===== src/digital_axis_ramp_unit_assert.svh =====
// Assertion macros shared by the axis ramp RTL.
`ifndef DIGITAL_AXIS_RAMP_UNIT_ASSERT_SVH
`define DIGITAL_AXIS_RAMP_UNIT_ASSERT_SVH

// Same-cycle implication, checked at every rising edge outside reset.
`define DAR_ASSERT_SAME(lbl, clk, rst, ante, cons) \
   lbl: assert property (@(posedge clk) disable iff (rst) (ante) |-> (cons)) \
      else $error("axis ramp assertion failed");

// Next-cycle implication, checked at every rising edge outside reset.
`define DAR_ASSERT_NEXT(lbl, clk, rst, ante, cons) \
   lbl: assert property (@(posedge clk) disable iff (rst) (ante) |=> (cons)) \
      else $error("axis ramp assertion failed");

`endif


===== src/dar_pkg.sv =====
// Shared widths, constants and types of the digital axis ramp.
package dar_pkg;

   localparam int TIME_W      = 64;
   localparam int DIGIT_W     = 16;
   localparam int NUM_DIGITS  = TIME_W / DIGIT_W;
   localparam int DIGIT_CNT_W = $clog2(NUM_DIGITS);
   localparam int LEVEL_W     = 15;
   localparam int AXIS_W      = 16;
   localparam int POS_W       = AXIS_W + 1;
   localparam int SUM_W       = AXIS_W + 2;
   localparam int DT_W        = 6;
   localparam int SPAN_W      = 10;
   localparam int DIST_W      = 21;
   localparam int DIV_CNT_W   = $clog2(DIST_W);
   localparam int STEP_W      = 15;
   localparam int CSR_W       = 16;
   localparam int CSR_IDX_W   = 1;
   localparam int MODE_W      = 2;

   localparam logic signed [AXIS_W-1:0] FULL_SCALE  = 16'sd32767;
   localparam logic [DT_W-1:0]          MAX_STEP_MS = 6'd50;
   localparam logic [CSR_W-1:0]         RAMP_MIN    = 16'd100;
   localparam logic [CSR_W-1:0]         RAMP_MAX    = 16'd1000;
   localparam logic [CSR_W-1:0]         RAMP_RESET  = 16'd500;

   localparam logic [MODE_W-1:0] MODE_IMMEDIATE = 2'd0;
   localparam logic [MODE_W-1:0] MODE_RETURN    = 2'd1;
   localparam logic [MODE_W-1:0] MODE_HOLD      = 2'd2;
   localparam logic [MODE_W-1:0] MODE_ALIAS     = 2'd3;

   localparam logic [CSR_IDX_W-1:0] CSR_AXIS_MODE = 1'b0;
   localparam logic [CSR_IDX_W-1:0] CSR_RAMP_TIME = 1'b1;

   typedef struct packed {
      logic [LEVEL_W-1:0] lo_level;
      logic [LEVEL_W-1:0] hi_level;
      logic               lo_button_assigned;
      logic               hi_button_assigned;
      logic               lo_pressed;
      logic               hi_pressed;
      logic [TIME_W-1:0]  now_ms;
   } req_beat_type;

   typedef struct packed {
      logic signed [AXIS_W-1:0] axis_value;
   } rsp_beat_type;

   typedef struct packed {
      logic              start;
      logic [TIME_W-1:0] now_ms;
      logic [TIME_W-1:0] last_ms;
   } delta_ctl_type;

   typedef struct packed {
      logic            done;
      logic [DT_W-1:0] dt;
   } delta_sts_type;

   typedef struct packed {
      logic              start;
      logic [DIST_W-1:0] dividend;
      logic [SPAN_W-1:0] divisor;
   } div_ctl_type;

   typedef struct packed {
      logic              done;
      logic [STEP_W-1:0] quotient;
      logic [SPAN_W-1:0] remainder;
   } div_sts_type;

endpackage


===== src/dar_if.sv =====
// Valid/ready channel interfaces for request and response beats.
interface dar_req_if import dar_pkg::*; ();
   logic         valid;
   logic         ready;
   req_beat_type data;

   modport source (output valid, output data, input ready);
   modport sink   (input valid, input data, output ready);
endinterface

interface dar_rsp_if import dar_pkg::*; ();
   logic         valid;
   logic         ready;
   rsp_beat_type data;

   modport source (output valid, output data, input ready);
   modport sink   (input valid, input data, output ready);
endinterface


===== src/dar_delta.sv =====
// Digit-serial elapsed-time unit: 64-bit subtract, 16 bits a cycle, capped result.
module dar_delta import dar_pkg::*; (
   input  logic          clock,
   input  logic          reset,
   input  delta_ctl_type ctl,
   output delta_sts_type sts
);

   logic                   busy_ff, busy_in;
   logic                   done_ff, done_in;
   logic [DIGIT_CNT_W-1:0] cnt_ff, cnt_in;
   logic [TIME_W-1:0]      now_ff, now_in;
   logic [TIME_W-1:0]      last_ff, last_in;
   logic                   borrow_ff, borrow_in;
   logic                   upper_nz_ff, upper_nz_in;
   logic                   stamp_nz_ff, stamp_nz_in;
   logic                   low_big_ff, low_big_in;
   logic [DT_W-1:0]        low_dt_ff, low_dt_in;
   logic [DIGIT_W:0]       digit_diff;

   assign digit_diff = {1'b0, now_ff[DIGIT_W-1:0]} - {1'b0, last_ff[DIGIT_W-1:0]}
                       - {{DIGIT_W{1'b0}}, borrow_ff};

   always_comb begin
      busy_in     = busy_ff;
      done_in     = 1'b0;
      cnt_in      = cnt_ff;
      now_in      = now_ff;
      last_in     = last_ff;
      borrow_in   = borrow_ff;
      upper_nz_in = upper_nz_ff;
      stamp_nz_in = stamp_nz_ff;
      low_big_in  = low_big_ff;
      low_dt_in   = low_dt_ff;
      if (ctl.start) begin
         busy_in     = 1'b1;
         cnt_in      = '0;
         now_in      = ctl.now_ms;
         last_in     = ctl.last_ms;
         borrow_in   = 1'b0;
         upper_nz_in = 1'b0;
         stamp_nz_in = 1'b0;
         low_big_in  = 1'b0;
         low_dt_in   = '0;
      end else if (busy_ff) begin
         borrow_in   = digit_diff[DIGIT_W];
         stamp_nz_in = stamp_nz_ff | (last_ff[DIGIT_W-1:0] != '0);
         if (cnt_ff == '0) begin
            low_big_in = digit_diff[DIGIT_W-1:0] > {{(DIGIT_W-DT_W){1'b0}}, MAX_STEP_MS};
            low_dt_in  = digit_diff[DT_W-1:0];
         end else begin
            upper_nz_in = upper_nz_ff | (digit_diff[DIGIT_W-1:0] != '0);
         end
         // advance to the next digit
         now_in  = {{DIGIT_W{1'b0}}, now_ff[TIME_W-1:DIGIT_W]};
         last_in = {{DIGIT_W{1'b0}}, last_ff[TIME_W-1:DIGIT_W]};
         cnt_in  = cnt_ff + 1'b1;
         if (cnt_ff == DIGIT_CNT_W'(NUM_DIGITS - 1)) begin
            busy_in = 1'b0;
            done_in = 1'b1;
         end
      end
   end

   always_ff @(posedge clock) begin
      if (reset) begin
         busy_ff <= 1'b0;
         done_ff <= 1'b0;
      end else begin
         busy_ff <= busy_in;
         done_ff <= done_in;
      end
      cnt_ff      <= cnt_in;
      now_ff      <= now_in;
      last_ff     <= last_in;
      borrow_ff   <= borrow_in;
      upper_nz_ff <= upper_nz_in;
      stamp_nz_ff <= stamp_nz_in;
      low_big_ff  <= low_big_in;
      low_dt_ff   <= low_dt_in;
   end

   // an unstamped timer gives zero elapsed time
   assign sts.done = done_ff;
   assign sts.dt   = !stamp_nz_ff ? '0 :
                     (upper_nz_ff || low_big_ff) ? MAX_STEP_MS : low_dt_ff;

endmodule


===== src/dar_divider.sv =====
// Bit-serial restoring divider: one quotient bit per cycle.
module dar_divider import dar_pkg::*; (
   input  logic        clock,
   input  logic        reset,
   input  div_ctl_type ctl,
   output div_sts_type sts
);

   logic                 busy_ff, busy_in;
   logic                 done_ff, done_in;
   logic [DIV_CNT_W-1:0] cnt_ff, cnt_in;
   logic [DIST_W-1:0]    quo_ff, quo_in;
   logic [SPAN_W-1:0]    divisor_ff, divisor_in;
   logic [SPAN_W-1:0]    rem_ff, rem_in;
   logic [SPAN_W:0]      trial;
   logic                 fits;

   assign trial = {rem_ff, quo_ff[DIST_W-1]};
   assign fits  = trial >= {1'b0, divisor_ff};

   always_comb begin
      busy_in    = busy_ff;
      done_in    = 1'b0;
      cnt_in     = cnt_ff;
      quo_in     = quo_ff;
      divisor_in = divisor_ff;
      rem_in     = rem_ff;
      if (ctl.start) begin
         busy_in    = 1'b1;
         cnt_in     = '0;
         quo_in     = ctl.dividend;
         divisor_in = ctl.divisor;
         rem_in     = '0;
      end else if (busy_ff) begin
         // shift the dividend out and the quotient bit in
         quo_in = {quo_ff[DIST_W-2:0], fits};
         rem_in = fits ? SPAN_W'(trial - {1'b0, divisor_ff}) : trial[SPAN_W-1:0];
         cnt_in = cnt_ff + 1'b1;
         if (cnt_ff == DIV_CNT_W'(DIST_W - 1)) begin
            busy_in = 1'b0;
            done_in = 1'b1;
         end
      end
   end

   always_ff @(posedge clock) begin
      if (reset) begin
         busy_ff <= 1'b0;
         done_ff <= 1'b0;
      end else begin
         busy_ff <= busy_in;
         done_ff <= done_in;
      end
      cnt_ff     <= cnt_in;
      quo_ff     <= quo_in;
      divisor_ff <= divisor_in;
      rem_ff     <= rem_in;
   end

   assign sts.done      = done_ff;
   assign sts.quotient  = quo_ff[STEP_W-1:0];
   assign sts.remainder = rem_ff;

endmodule


===== src/digital_axis_ramp_unit.sv =====
// Top level of the digital axis ramp: control sequencer, ramp state and output stage.
//
// Each request beat is one poll of an axis: two analog levels, button bindings and
// presses, and a millisecond timestamp; each poll returns exactly one response beat
// carrying hi_level - lo_level plus the digital part, saturated to 16 bits. In
// immediate mode (mode 0 or 3), or with no button bound, a poll goes from IDLE
// straight to FINISH. In the two gradual modes it passes through START, DELTA and
// DIVIDE: the 64-bit elapsed-time subtract, done 16 bits a cycle, then the
// bit-serial division of the slew distance by the clamped ramp time. One poll is
// worked on at a time; a finished response waits in its own output register, so
// the next request is taken while the previous response still waits. Write
// axis_mode (index 0) and ramp_time_ms (index 1) on the csr port only while the
// block is idle.
module digital_axis_ramp_unit import dar_pkg::*; (
   input  logic                 clock,
   input  logic                 reset,
   dar_req_if.sink              req_chan,
   dar_rsp_if.source            rsp_chan,
   input  logic                 csr_wr_en,
   input  logic [CSR_IDX_W-1:0] csr_index,
   input  logic [CSR_W-1:0]     csr_wdata
);

`include "digital_axis_ramp_unit_assert.svh"

   typedef enum logic [2:0] {
      ST_IDLE,
      ST_START,
      ST_DELTA,
      ST_DIVIDE,
      ST_FINISH
   } state_type;

   state_type                  state_ff;
   logic [MODE_W-1:0]          axis_mode_ff;
   logic [CSR_W-1:0]           ramp_time_ff;
   logic signed [AXIS_W-1:0]   ramp_position_ff;
   logic [SPAN_W-1:0]          ramp_remainder_ff;
   logic [TIME_W-1:0]          last_time_ff;
   logic [MODE_W-1:0]          held_mode_ff;

   // poll payload, held for the duration of the poll; dig_ff takes the new ramp position when the division is done
   logic [LEVEL_W-1:0]         lo_ff;
   logic [LEVEL_W-1:0]         hi_ff;
   logic                       dir_up_ff;
   logic                       dir_dn_ff;
   logic [TIME_W-1:0]          now_ff;
   logic signed [AXIS_W-1:0]   dig_ff;

   logic                       rsp_valid_ff;
   rsp_beat_type               rsp_beat_ff;

   delta_ctl_type              delta_ctl;
   delta_sts_type              delta_sts;
   div_ctl_type                div_ctl;
   div_sts_type                div_sts;

   logic                       req_fire;
   logic [MODE_W-1:0]          mode_eff;
   logic                       assigned;
   logic                       req_up;
   logic                       req_dn;
   logic                       clear_ramp;
   logic [SPAN_W-1:0]          span;
   logic signed [POS_W-1:0]    pos_ext;
   logic signed [POS_W-1:0]    target;
   logic signed [POS_W-1:0]    step_ext;
   logic signed [POS_W-1:0]    pos_up;
   logic signed [POS_W-1:0]    pos_dn;
   logic signed [POS_W-1:0]    pos_next;
   logic signed [SUM_W-1:0]    sum;
   logic signed [AXIS_W-1:0]   sum_sat;
   logic                       out_free;

   // ---------------------------------------------------------------------------
   // Handshake and request decode
   // ---------------------------------------------------------------------------
   assign req_chan.ready = (state_ff == ST_IDLE);
   assign req_fire       = req_chan.valid && req_chan.ready;

   // mode 3 behaves as immediate everywhere
   assign mode_eff   = (axis_mode_ff == MODE_ALIAS) ? MODE_IMMEDIATE : axis_mode_ff;
   assign assigned   = req_chan.data.lo_button_assigned | req_chan.data.hi_button_assigned;
   assign req_up     = req_chan.data.hi_pressed & ~req_chan.data.lo_pressed;
   assign req_dn     = req_chan.data.lo_pressed & ~req_chan.data.hi_pressed;
   // mode change, no binding or immediate mode: drop the ramp and restamp
   assign clear_ramp = (mode_eff != held_mode_ff) || !assigned ||
                       (mode_eff == MODE_IMMEDIATE);

   // ramp time clamped to 100..1000
   assign span = (ramp_time_ff > RAMP_MAX) ? RAMP_MAX[SPAN_W-1:0] :
                 (ramp_time_ff < RAMP_MIN) ? RAMP_MIN[SPAN_W-1:0] :
                 ramp_time_ff[SPAN_W-1:0];

   // ---------------------------------------------------------------------------
   // Serial units
   // ---------------------------------------------------------------------------
   assign delta_ctl.start   = (state_ff == ST_START);
   assign delta_ctl.now_ms  = now_ff;
   assign delta_ctl.last_ms = last_time_ff;

   dar_delta u_delta (
      .clock (clock),
      .reset (reset),
      .ctl   (delta_ctl),
      .sts   (delta_sts)
   );

   // slew distance: 32767 * dt + carried remainder, below 2^21
   assign div_ctl.start    = (state_ff == ST_DELTA) && delta_sts.done;
   assign div_ctl.dividend = {delta_sts.dt, {(DIST_W-DT_W){1'b0}}}
                             - {{(DIST_W-DT_W){1'b0}}, delta_sts.dt}
                             + {{(DIST_W-SPAN_W){1'b0}}, ramp_remainder_ff};
   assign div_ctl.divisor  = span;

   dar_divider u_divider (
      .clock (clock),
      .reset (reset),
      .ctl   (div_ctl),
      .sts   (div_sts)
   );

   // ---------------------------------------------------------------------------
   // Position update: step toward the target, never past it
   // ---------------------------------------------------------------------------
   assign pos_ext  = POS_W'(ramp_position_ff);
   assign step_ext = $signed({{(POS_W-STEP_W){1'b0}}, div_sts.quotient});
   always_comb begin
      if (dir_up_ff) begin
         target = POS_W'(FULL_SCALE);
      end else if (dir_dn_ff) begin
         target = -POS_W'(FULL_SCALE);
      end else if (held_mode_ff == MODE_RETURN) begin
         target = '0;
      end else begin
         // hold mode keeps its place
         target = pos_ext;
      end
   end

   assign pos_up = pos_ext + step_ext;
   assign pos_dn = pos_ext - step_ext;
   always_comb begin
      if (pos_ext < target) begin
         pos_next = (pos_up < target) ? pos_up : target;
      end else if (pos_ext > target) begin
         pos_next = (pos_dn > target) ? pos_dn : target;
      end else begin
         pos_next = pos_ext;
      end
   end

   // ---------------------------------------------------------------------------
   // Output stage: analog difference plus digital part, saturated
   // ---------------------------------------------------------------------------
   assign sum = $signed({3'b000, hi_ff}) - $signed({3'b000, lo_ff}) + SUM_W'(dig_ff);
   always_comb begin
      if (sum > SUM_W'(FULL_SCALE)) begin
         sum_sat = FULL_SCALE;
      end else if (sum < -SUM_W'(FULL_SCALE) - SUM_W'(1)) begin
         sum_sat = -FULL_SCALE - AXIS_W'(1);
      end else begin
         sum_sat = sum[AXIS_W-1:0];
      end
   end

   assign out_free = !rsp_valid_ff || rsp_chan.ready;

   assign rsp_chan.valid = rsp_valid_ff;
   assign rsp_chan.data  = rsp_beat_ff;

   // ---------------------------------------------------------------------------
   // Sequencer, ramp state, configuration and registered outputs
   // ---------------------------------------------------------------------------
   always_ff @(posedge clock) begin
      if (reset) begin
         state_ff          <= ST_IDLE;
         axis_mode_ff      <= MODE_IMMEDIATE;
         ramp_time_ff      <= RAMP_RESET;
         ramp_position_ff  <= '0;
         ramp_remainder_ff <= '0;
         last_time_ff      <= '0;
         held_mode_ff      <= MODE_IMMEDIATE;
         rsp_valid_ff      <= 1'b0;
      end else begin
         if (csr_wr_en) begin
            case (csr_index)
               CSR_AXIS_MODE: begin
                  axis_mode_ff <= csr_wdata[MODE_W-1:0];
               end
               CSR_RAMP_TIME: begin
                  ramp_time_ff <= csr_wdata;
               end
               default: begin
               end
            endcase
         end

         // drop the response once it is taken, unless the next one loads now
         if (rsp_valid_ff && rsp_chan.ready && state_ff != ST_FINISH) begin
            rsp_valid_ff <= 1'b0;
         end

         case (state_ff)
            ST_IDLE: begin
               if (req_fire) begin
                  if (clear_ramp) begin
                     held_mode_ff      <= mode_eff;
                     ramp_position_ff  <= '0;
                     ramp_remainder_ff <= '0;
                     last_time_ff      <= req_chan.data.now_ms;
                  end
                  if (!assigned || mode_eff == MODE_IMMEDIATE) begin
                     state_ff <= ST_FINISH;
                  end else begin
                     state_ff <= ST_START;
                  end
               end
            end
            ST_START: begin
               // the delta unit has its own copy of the old stamp
               last_time_ff <= now_ff;
               state_ff     <= ST_DELTA;
            end
            ST_DELTA: begin
               if (delta_sts.done) begin
                  state_ff <= ST_DIVIDE;
               end
            end
            ST_DIVIDE: begin
               if (div_sts.done) begin
                  ramp_position_ff  <= pos_next[AXIS_W-1:0];
                  ramp_remainder_ff <= (pos_next == target) ? '0 : div_sts.remainder;
                  state_ff          <= ST_FINISH;
               end
            end
            ST_FINISH: begin
               if (out_free) begin
                  rsp_valid_ff <= 1'b1;
                  state_ff     <= ST_IDLE;
               end
            end
            default: begin
               state_ff <= ST_IDLE;
            end
         endcase
      end
   end

   // payload registers
   always_ff @(posedge clock) begin
      if (req_fire) begin
         lo_ff     <= req_chan.data.lo_level;
         hi_ff     <= req_chan.data.hi_level;
         dir_up_ff <= req_up;
         dir_dn_ff <= req_dn;
         now_ff    <= req_chan.data.now_ms;
         if (assigned && mode_eff == MODE_IMMEDIATE) begin
            dig_ff <= req_up ? FULL_SCALE : (req_dn ? -FULL_SCALE : '0);
         end else begin
            dig_ff <= '0;
         end
      end else if (state_ff == ST_DIVIDE && div_sts.done) begin
         dig_ff <= pos_next[AXIS_W-1:0];
      end
      if (state_ff == ST_FINISH && out_free) begin
         rsp_beat_ff.axis_value <= sum_sat;
      end
   end

   // ---------------------------------------------------------------------------
   // Assertions
   // ---------------------------------------------------------------------------
   `DAR_ASSERT_SAME(a_pos_in_range, clock, reset, 1'b1, ramp_position_ff >= -FULL_SCALE)
   `DAR_ASSERT_SAME(a_rem_in_range, clock, reset, 1'b1, ramp_remainder_ff < RAMP_MAX[SPAN_W-1:0])
   `DAR_ASSERT_NEXT(a_busy_after_accept, clock, reset, req_fire, state_ff != ST_IDLE)
   `DAR_ASSERT_SAME(a_div_done_in_divide, clock, reset, div_sts.done, state_ff == ST_DIVIDE)

endmodule


===== src/flat_wrapper.sv =====
// flat-port wrapper written by rule: the top's interface ports become plain ports
module digital_axis_ramp_unit_flat import dar_pkg::*;
  (clock, reset, csr_wr_en, csr_index, csr_wdata, req_chan_valid, req_chan_data, req_chan_ready, rsp_chan_valid, rsp_chan_data, rsp_chan_ready);
  dar_req_if req_chan_i ();
  dar_rsp_if rsp_chan_i ();
  input  logic clock;
  input  logic reset;
  input  logic csr_wr_en;
  input  logic [CSR_IDX_W-1:0] csr_index;
  input  logic [CSR_W-1:0] csr_wdata;
  input wire logic [$bits(req_chan_i.valid)-1:0] req_chan_valid;
  input wire logic [$bits(req_chan_i.data)-1:0] req_chan_data;
  output wire logic [$bits(req_chan_i.ready)-1:0] req_chan_ready;
  output wire logic [$bits(rsp_chan_i.valid)-1:0] rsp_chan_valid;
  output wire logic [$bits(rsp_chan_i.data)-1:0] rsp_chan_data;
  input wire logic [$bits(rsp_chan_i.ready)-1:0] rsp_chan_ready;
  assign req_chan_i.valid = req_chan_valid;
  assign req_chan_i.data = req_chan_data;
  assign req_chan_ready = req_chan_i.ready;
  assign rsp_chan_valid = rsp_chan_i.valid;
  assign rsp_chan_data = rsp_chan_i.data;
  assign rsp_chan_i.ready = rsp_chan_ready;
  digital_axis_ramp_unit u_core (.clock(clock), .reset(reset), .req_chan(req_chan_i), .rsp_chan(rsp_chan_i), .csr_wr_en(csr_wr_en), .csr_index(csr_index), .csr_wdata(csr_wdata));
endmodule

===== config.mk =====
export PLATFORM = sky130hd
export DESIGN_NAME = digital_axis_ramp_unit_flat
export DESIGN_NICKNAME = d
export VERILOG_FILES = /design/src/dar_pkg.sv /design/src/dar_if.sv /design/src/dar_delta.sv /design/src/dar_divider.sv /design/src/digital_axis_ramp_unit.sv /design/src/flat_wrapper.sv
export VERILOG_INCLUDE_DIRS = /design/src /design/src/src
export SDC_FILE = /design/constraint.sdc
export NUM_CORES = 1
export LEC_CHECK = 0
export ABC_AREA = 1
export BUFFER_PORTS_ARGS = -buffer_cell sky130_fd_sc_hd__clkbuf_2
export CAP_MARGIN = 20
export CORE_ASPECT_RATIO = 0.8
export CORE_MARGIN = 4
export CORE_UTILIZATION = 55
export CTS_CLUSTER_SIZE = 12
export DETAILED_ROUTE_END_ITERATION = 10
export GPL_ROUTABILITY_DRIVEN = 0
export PLACE_DENSITY = 0.76
export SETUP_SLACK_MARGIN = 0.15
export SLEW_MARGIN = 20
export SYNTH_ARGS = -nofsm -noshare
export SYNTH_HDL_FRONTEND = slang
export SYNTH_SLANG_ARGS = --single-unit

===== constraint.sdc =====
create_clock -name clock -period 19.4 [get_ports clock]
set_clock_uncertainty 0.2 [all_clocks]
set_input_delay 1.94 -clock clock [delete_from_list [all_inputs] [get_ports clock]]
set_output_delay 1.94 -clock clock [all_outputs]
set_load 0.1 [all_outputs]

Word level (Yosys, flattened, before mapping)
Cells that the tools add are included.

$add $sub $neg: 11. Shifts and indexed selects: 0. Multiply operators: 0. Bitwise gates (word level): 11. Div/mod/pow operators: 0. Order comparisons: 10. Eq/ne operators: 16. Muxes and demuxes: 53. Reductions and logical operators: 35.

Operators with widths (count): 64-bit 2-to-1 mux (6); 16-bit 2-to-1 mux (9); 64-bit case mux with 2 select lines (1); 17-bit 2-to-1 mux (7); 10-bit 2-to-1 mux (6); 21-bit 2-to-1 mux (2); 16-bit by 16-bit adder with 17-bit output (2); 16-bit by 16-bit subtractor with 17-bit output (2); 16-bit case mux with 2 select lines (1); 16-bit nonzero test (2); 21-bit by 10-bit adder with 21-bit output (1); 21-bit by 6-bit subtractor with 21-bit output (1); 10-bit case mux with 2 select lines (1); 18-bit by 16-bit greater-than comparator with 1-bit output, second input constant (1); 18-bit by 16-bit less-than comparator with 1-bit output, second input constant (1); 17-bit equality test (1); 16-bit by 17-bit greater-than comparator with 1-bit output (1); 17-bit greater-than comparator (1); 16-bit by 17-bit less-than comparator with 1-bit output (1); 17-bit less-than comparator (1); 17-bit by 1-bit subtractor with 17-bit output (1); 16-bit by 10-bit greater-than comparator with 1-bit output, second input constant (1); 16-bit by 6-bit greater-than comparator with 1-bit output, second input constant (1); 16-bit by 7-bit less-than comparator with 1-bit output, second input constant (1); other kinds (34) (84).

Output and inout bits: 18. Register bits after elaboration: 432. ROM bits: 0. Bits in latches: 0. Bits in writable memories: 0. Memories kept: 0.

Logic depth before layout (Yosys ltp)
Gate-level depths: netlist (run 1).

Depth after elaboration: 12. Mapped depth: 36. Mapped depth without buffers: 36.

Modules after synthesis
A second synthesis (run 1) with hierarchy kept.

Cells, all modules: 3113. Area, all modules: 25004.0 µm².

By module, submodules not included: digital_axis_ramp_unit (cells each 1909, sequential area each 6125.9 µm², area an instance 14935.6 µm², times used 1); dar_delta (cells each 865, sequential area each 4124.0 µm², area an instance 7334.5 µm², times used 1); dar_divider (cells each 339, sequential area each 1271.2 µm², area an instance 2733.9 µm², times used 1).

Worst setup path before layout (run 1)
Ideal clock, no wire load.

Kind: register to register. From: register u_core.state_ff[0]. To: register u_core.dig_ff[0] (enable). Arrival time: 8.582 ns. Clock period less this slack: 9.193 ns. Cell stages (with the launch flop): 7. Data required time: 18.789 ns. Path slack: 10.207 ns. Path through: dfxtp_1 > nor3_1 > inv_1 > nor2_1 > inv_1 > clkbuf_1 > o21ai_0.

Cells in the longest elaborated chain, start to end: 3.

RTL lines: from (decl) (RTL line digital_axis_ramp_unit.sv:34) `state_type state_ff;`; from (signal assigned) (RTL line digital_axis_ramp_unit.sv:177) `state_ff <= ST_IDLE;`; from (signal assigned) (RTL line digital_axis_ramp_unit.sv:214) `state_ff <= ST_FINISH;`; from (signal assigned) (RTL line digital_axis_ramp_unit.sv:216) `state_ff <= ST_START;`; 3-bit logical NOT (RTL line digital_axis_ramp_unit.sv:78) `assign req_chan.ready = (state_ff == ST_IDLE);`; via req_chan_ready (RTL line flat_wrapper.sv:13) `output wire logic [$bits(req_chan_i.ready)-1:0] req_chan_ready;`; 1-bit logical AND (RTL line digital_axis_ramp_unit.sv:79) `assign req_fire = req_chan.valid && req_chan.ready;`; via u_core.req_fire (RTL line digital_axis_ramp_unit.sv:58) `logic req_fire;`; 2-bit nonzero test (no source line); to (signal assigned) (RTL line digital_axis_ramp_unit.sv:259) `dig_ff <= req_up ? FULL_SCALE : (req_dn ? -FULL_SCALE : '0);`; to (signal assigned) (RTL line digital_axis_ramp_unit.sv:264) `dig_ff <= pos_next[AXIS_W-1:0];`; to (decl) (RTL line digital_axis_ramp_unit.sv:48) `logic signed [AXIS_W-1:0] dig_ff;`.

The timed path passes the listed nets, and every way through them passes these cells. A chain may end at the register's enable or synchronous reset.

Worst setup path in the final report (run 1)
From: register u_core.ramp_position_ff[0]. To: register u_core.ramp_remainder_ff[2].

Cells in the longest elaborated chain, start to end: 11.

RTL lines: from (decl) (RTL line digital_axis_ramp_unit.sv:37) `logic signed [AXIS_W-1:0] ramp_position_ff;`; from (signal assigned) (RTL line digital_axis_ramp_unit.sv:232) `ramp_position_ff <= pos_next[AXIS_W-1:0];`; branches (longest 7 deep; another with 16-bit by 16-bit subtractor with 17-bit output); 17-bit equality test (*) (RTL line digital_axis_ramp_unit.sv:233) `ramp_remainder_ff <= (pos_next == target) ? '0 : div_sts.remainder;`; 10-bit 2-to-1 mux (*) (RTL line digital_axis_ramp_unit.sv:233); 10-bit 2-to-1 mux (*) (RTL line digital_axis_ramp_unit.sv:231) `if (div_sts.done) begin`; 10-bit case mux with 2 select lines (*) (RTL line digital_axis_ramp_unit.sv:204) `case (state_ff)`; to (signal assigned) (RTL line digital_axis_ramp_unit.sv:233); to (decl) (RTL line digital_axis_ramp_unit.sv:38) `logic [SPAN_W-1:0] ramp_remainder_ff;`.

Every way passes the cells marked *. The select of a mux whose other input is x is not followed.

==> out/metrics.yaml, run 1 <==
status: "finished, final reports clean"
clk_latency_ns: 0.56
grt_max_degree: 102
syn_inst: 2796
netlist_top_cells_area: "edfxtp_1, nand2_1, dfxtp_1"
cpLargestDelayFamily: "simple AND/OR/NAND/NOR gates"
critPathBufInv: 5
power_density_nw_per_um2: 128
worst_slack_ns: 13.99
cts_tree: "yes"
r2r_end: "u_core.ramp_remainder_ff[2]$_SDFFE_PP0P_"
cp_num_cells: 34
dp_hpwl_um: 42600
die_area_sq_um: 46500
worstPathArrival_ns: 5.63
drv_cap: 0
crit_slowest_cell: "fa_1"
die_w_um: 240
die_y_um: 194
cp-endpoint: "u_core.ramp_remainder_ff[2]$_SDFFE_PP0P_"
startpoint_type: "flop"
synth_seq_cells: 432
netlist_area_sq_um: 23700
slowest_delay_ns: 0.42
crit_path_frequent_cell: "nand2_1"
avgSynthCellArea_sq_um: 8.48
avgRoutedWirePerCell_um: 16.9
drt-pass1-iter-count: 7
synth_fp_nets: 3089
finalHoldViolCount: 0
rsz0062_at_grt: "no"
hp-class: "flop to flop"
io_pins: 138
cp_max_fo: 18
vdd_drop_max_uv: 102
setup-tns-final_ns: 0
r2r_setup_slack_ns: 13.99
max_freq_ghz: 0.185
post-place-cells: 3401
cts_htree_levels: 2
async_reset_ff_share_pct: 0
postRouteAntennaNets: 0
grt_pass1_vias: 18600
rows: 67
core_sq_um: 42300
pre_cts_ws_ns: 14.10
wirelength_um: 59000
relSlewSlack_pct: 23.2
synth_top_area_share_pct: 36.4
initial_core_util_pct: 56.1
power_mw: 3.35
drive_above_1_share_pct: 8.50
finalMaxSlewViolations: 0
clk_pin_slew_ns: 0.06
insertedDiodeCount: 0
yosys_warnings: 0
post-route-period-util_pct: 27.9
synth_top_area_cell: "edfxtp_1"
dominantRegCellSynth: "edfxtp_1"
synth_cell_types: 57
critPathRequiredTime_ns: 19.61
worstReg2RegStart: "u_core.ramp_position_ff[0]$_SDFFE_PP0P_"
vias: 19600
cts_resized: 0
drtIter0Drc: 1938
clock-sinks: 432
postCtsSetupBuffers: 0
syn_to_final_growth_pct: 10.4
synth_edf_count: 287
port_buffers: 137
grt_pass1_wl_um: 94700
synth.most_common_cell: "nand2_1"
setup-violations-final: 0
p_leak_nw: 12.1
overflow: 0
clk_path_buf_depth: 3
cts-hold-fix-buffers: 0
grt_antenna_before_repair: 1
nets: 3188
grt_use_total_pct: 24.7
n_fill_cell: 3492
path_class: "flop to flop"
fin_crit_ns: 5.41
drcViolationCount: 0
stdcell_count: 3481
cts_root_buffer: "clkbuf_16"
cp-end-kind: "flop"
vias_per_cell: 5.63
cts_made_buffers: 44
synth_common_cells: "nand2_1, inv_1, edfxtp_1, a21oi_1, ha_1"
crit_start: "u_core.ramp_position_ff[0]$_SDFFE_PP0P_"
synth-seq-area-share_pct: 48.6
worst-slew-pin-transition_ns: 1.15
ff2ff_path_depth: 34
-- how the worst min path moves through the flow --
stage                                                   end  slack (ns)                                     from  depth (start not counted)
CTS                    u_core.last_time_ff[50]$_SDFFE_PP0P_        0.27     u_core.last_time_ff[50]$_SDFFE_PP0P_                          2
detailed placement     u_core.last_time_ff[50]$_SDFFE_PP0P_        0.26     u_core.last_time_ff[50]$_SDFFE_PP0P_                          2
floorplan           u_core.u_delta.upper_nz_ff$_SDFFE_PP0P_        0.24  u_core.u_delta.upper_nz_ff$_SDFFE_PP0P_                          2
finish                 u_core.last_time_ff[50]$_SDFFE_PP0P_        0.27     u_core.last_time_ff[50]$_SDFFE_PP0P_                          2
global route        u_core.u_delta.upper_nz_ff$_SDFFE_PP0P_        0.29  u_core.u_delta.upper_nz_ff$_SDFFE_PP0P_                          2
global placement    u_core.u_delta.upper_nz_ff$_SDFFE_PP0P_        0.25  u_core.u_delta.upper_nz_ff$_SDFFE_PP0P_                          2
-- worst min-delay path, stage by stage, from the launching register on --
cell,delay [ns]
dfxtp_1,0.29
inv_1,0.06
a211oi_1,0.06
-- power by group --
part	switching [mW]	internal (mW)	total, mW	leakage (nW)
combinational	0.868	0.371	1.24	7.57
sequential	0.0714	1.22	1.29	3.87
clock	0.350	0.474	0.824	0.664
-- cells by family after synthesis --
group                    Yosys count  synth area share, %
AO/OA/AOI/OAI                    467                 11.1
XOR/XNOR                          73                 2.70
adder cells (fa/ha/maj)          173                 9.38
buffers and inverters            445                 7.36
flip-flops                       432                 48.6
AND/OR/NAND/NOR                 1206                 20.9
-- cell type report --
cell class / count / area, sq um / area share (%)
Clock inverter: 6 / 124 / 0.473
Clock buffer: 74 / 1260 / 4.83
Multi-Input combinational cell: 1919 / 10500 / 40.0
Tap cell: 552 / 691 / 2.64
Inverter: 348 / 1310 / 5.02
Sequential cell: 432 / 11500 / 44.0
Timing Repair Buffer: 150 / 783 / 2.99
-- per-stage QoR --
stage / hold slack, ns / utilization (%) / cell area, sq um
6_report: 0.270 / 61.9 / 26200
5_1_grt: 0.289 / 61.9 / 26200
2_1_floorplan: 0.238 / - / 23700
3_5_place_dp: 0.258 / 58.6 / 24800
4_1_cts: 0.272 / 61.9 / 26200
3_3_place_gp: 0.249 / 58.6 / 24800
-- sequential cells by signal, summed over array words and instances (netlist names), 3 cells and up --
name	count
u_core.u_delta.low_dt_ff	6
u_core.now_ff	64
u_core.u_delta.now_ff	64
u_core.u_divider.quo_ff	21
u_core.last_time_ff	64
u_core.ramp_position_ff	16
u_core.u_divider.rem_ff	10
u_core.rsp_chan.data	16
u_core.u_divider.cnt_ff	5
u_core.state_ff	3
u_core.u_delta.last_ff	64
u_core.hi_ff	15
u_core.ramp_remainder_ff	10
u_core.dig_ff	16
u_core.u_divider.divisor_ff	10
u_core.lo_ff	15
u_core.ramp_time_ff	16
-- layout by cell type (no fill, tap or decap), types with 8 or more instances in the layout --
cell type / synthesis / routed
nand2_1: 835 / 833
inv_1: 338 / 336
edfxtp_1: 287 / 287
a21oi_1: 174 / 173
ha_1: 165 / 165
nor2_1: 163 / 160
dfxtp_1: 145 / 145
o21ai_0: 139 / 138
clkbuf_2: 2 / 137
nand3_1: 118 / 118
a31oi_1: 69 / 69
xor2_1: 51 / 51
clkbuf_16: 0 / 45
a211oi_1: 35 / 35
clkbuf_1: 69 / 26
xnor2_1: 22 / 22
nand4_1: 18 / 18
nor3_1: 18 / 17
buf_4: 6 / 13
nor4_1: 12 / 12
o211ai_1: 11 / 11
nand2_2: 9 / 10
o21ai_1: 7 / 8
fa_1: 8 / 8
-- metal layers --
metal  track usage [%]  part of all wire, %  vias to the layer above
li1                  -                    -                     9509
met1              35.9                   45                     9082
met2              37.3                   43                      868
met3              6.00                  9.3                      132
met4              6.37                  2.7                        0
met5                 0                    0                        -
Note: power is estimated with default switching activity, not from simulation.
==> run 2: changes to the inputs <==
==> constraint.sdc (replaced) <==
create_clock -name clock -period 5 [get_ports clock]
set_clock_uncertainty 0.2 [all_clocks]
set_input_delay 0.5 -clock clock [delete_from_list [all_inputs] [get_ports clock]]
set_output_delay 0.5 -clock clock [all_outputs]
set_load 0.1 [all_outputs]
==> out/metrics.yaml, run 2 (synthesized netlist as in run 1, its figures left out) <==
grt_pass1_vias: 19800  # +6.2%
cp-end-kind: "flop"
cts_tree: "yes"
layout_common_cells: "nand2_1, inv_1, edfxtp_1"
startpoint_type: "flop"
core_sq_um: 42300  # unchanged
post-place-cells: 3424  # +0.68%
overflow: 0  # unchanged
clock-sinks: 432  # unchanged
avgRoutedWirePerCell_um: 18.2  # +7.2%
cts_htree_levels: 2  # unchanged
nets: 3363  # +5.5%
cp_max_fo: 8  # -10
stdcell_count: 3658  # +5.1%
path_class: "flop to flop"
cts_root_buffer: "clkbuf_16"
r2r_end: "u_core.ramp_remainder_ff[8]$_SDFFE_PP0P_"
rsz0062_at_grt: "yes"
die_y_um: 194  # unchanged
grt_antenna_before_repair: 3  # +2
stdcell_area_sq_um: 28700  # +9.7%
critPathBufInv: 4  # -1
p_leak_nw: 13.0  # +7.5%
dpl_cell_area_sq_um: 25000  # +0.79%
utilization_pct: 67.9  # +6.0 points
vias: 20900  # +6.6%
die_w_um: 240  # unchanged
worst_slack_ns: 0.0916  # -13.89 ns
power_density_nw_per_um2: 471  # +270%
status: "finished, violations left"
min-delay-start: "csr_wdata[3]"
cpLargestDelayFamily: "simple AND/OR/NAND/NOR gates"
final_common_cell: "nand2_1"
drive_above_1_share_pct: 15.2  # +6.7 points
io_pins: 138  # unchanged
max_freq_ghz: 0.204  # +10%
clk_path_buf_depth: 3  # unchanged
setup-tns-final_ns: 0  # unchanged
worst-slew-pin-transition_ns: 1.07  # -0.0814 ns
postRouteAntennaNets: 0  # unchanged
initial_core_util_pct: 56.1  # unchanged
worstPathArrival_ns: 5.14  # -0.49 ns
relSlewSlack_pct: 28.6  # +5.4 points
drt-pass1-iter-count: 11  # +4
r2r_setup_slack_ns: 0.09  # -13.89 ns
dp_hpwl_um: 44200  # +3.8%
crit_path_frequent_cell: "nand2_1"
crit_slowest_cell: "edfxtp_1"
worstReg2RegStart: "u_core.u_divider.quo_ff[0]$_DFFE_PP_"
vias_per_cell: 5.71  # +1.5%
hold_end: "u_core.ramp_time_ff[3]$_SDFFE_PP0P_"
die_area_sq_um: 46500  # unchanged
grt_use_total_pct: 26.6  # +1.9 points
post-route-period-util_pct: 98.2  # +70 points
violations: "design-rule violations"
cp_num_cells: 34  # unchanged
cts_made_buffers: 44  # unchanged
drcViolationCount: 1  # +1
clk_pin_slew_ns: 0.07  # about the same
hp-class: "input port to flop"
critPathRequiredTime_ns: 5.23  # -14.38 ns
wirelength_um: 66500  # +13%
setup-violations-final: 0  # unchanged
syn_to_final_growth_pct: 21.1
rows: 67  # unchanged
grt_max_degree: 125  # +23%
finalHoldViolCount: 0  # unchanged
vdd_drop_max_uv: 400  # +290%
grt_pass1_wl_um: 101000  # +6.7%
fin_crit_ns: 4.91  # -0.506 ns
ff2ff_path_depth: 34  # unchanged
clk_latency_ns: 0.58  # +0.02 ns
drtIter0Drc: 2680  # +38%
pre_cts_ws_ns: -0.175  # -14.28 ns
drv_cap: 0  # unchanged
slowest_delay_ns: 0.46  # +0.04 ns
finalMaxSlewViolations: 0  # unchanged
whs_path_depth: 3  # +1
port_buffers: 137  # unchanged
-- run 2: cell types whose count changed in the layout (fill, tap and decap cells not counted), moves of 14 or more --
cell           change
ha_4              +16
nor2_1            -14
nand2_2           +36
nand3_1           -17
inv_1             -15
dlygate4sd3_1    +105
a21oi_1           -22
nand3_2           +16
a21oi_2           +16
buf_4             +55
nand2_1           -41
ha_1              -21
-- run 2: final cells by class --
class	count	area [sq um]
Antenna cell	1	2.50
Clock buffer	73	1260
Clock inverter	8	135
Fill cell	3125	13500
Inverter	348	1340
Multi-Input combinational cell	1925	11400
Sequential cell	432	11500
Tap cell	552	691
Timing Repair Buffer	318	2380
Timing Repair inverter	1	7.51
-- run 2: how the worst max path moves through the flow --
stage                                                        from                                        to  slack (ns)
final                        u_core.u_divider.quo_ff[0]$_DFFE_PP_  u_core.ramp_remainder_ff[8]$_SDFFE_PP0P_        0.09
after global routing         u_core.u_divider.quo_ff[0]$_DFFE_PP_  u_core.ramp_remainder_ff[8]$_SDFFE_PP0P_       -0.03
after CTS                    u_core.u_divider.quo_ff[0]$_DFFE_PP_  u_core.ramp_remainder_ff[8]$_SDFFE_PP0P_        0.15
after detailed placement  u_core.ramp_position_ff[0]$_SDFFE_PP0P_  u_core.ramp_remainder_ff[8]$_SDFFE_PP0P_       -0.17
after global placement    u_core.ramp_position_ff[0]$_SDFFE_PP0P_  u_core.ramp_remainder_ff[8]$_SDFFE_PP0P_        0.09
after floorplan                   u_core.state_ff[0]$_SDFFE_PP0P_                u_core.dig_ff[0]$_DFFE_PP_        0.25
-- run 2: where the power goes --
group | internal [mW] | switching (mW) | total [mW]
sequential | 4.73 | 0.288 | 5.01
combinational | 1.70 | 3.60 | 5.30
clock | 1.79 | 1.41 | 3.21
-- run 2: what timing repair did --
action	in CTS	in global routing
pin swaps	8	60
hold buffers	105	0
cloned	3	4
setup endpoints to repair	10	25
gates resized for setup	26	181
endpoints found under the hold margin	140	0
setup buffers	4	36
-- run 2: metrics by stage --
step | total power, mW | hold slack (ns)
after CTS | 13.1 | 0.000766
after global routing | 14.3 | 0.0574
after detailed placement | 9.79 | 0.256
after floorplan | 8.69 | 0.238
after global placement | 9.63 | 0.250
final | 13.5 | 0.0117
-- run 2: tightest hold or removal path, stage by stage --
cell and delay, ns:
clkbuf_2 0.08, o21ai_0 0.08, nor2_1 0.09
-- run 2: layer usage --
| layer | vias up | global-route usage [%] | share of wire (%) |
|---|---|---|---|
| li1 | 9886 | - | - |
| met1 | 9631 | 36.7 | 41 |
| met2 | 1120 | 41.5 | 44 |
| met3 | 247 | 6.37 | 10 |
| met4 | 4 | 9.15 | 4.0 |
| met5 | - | 0 | 0.032 |
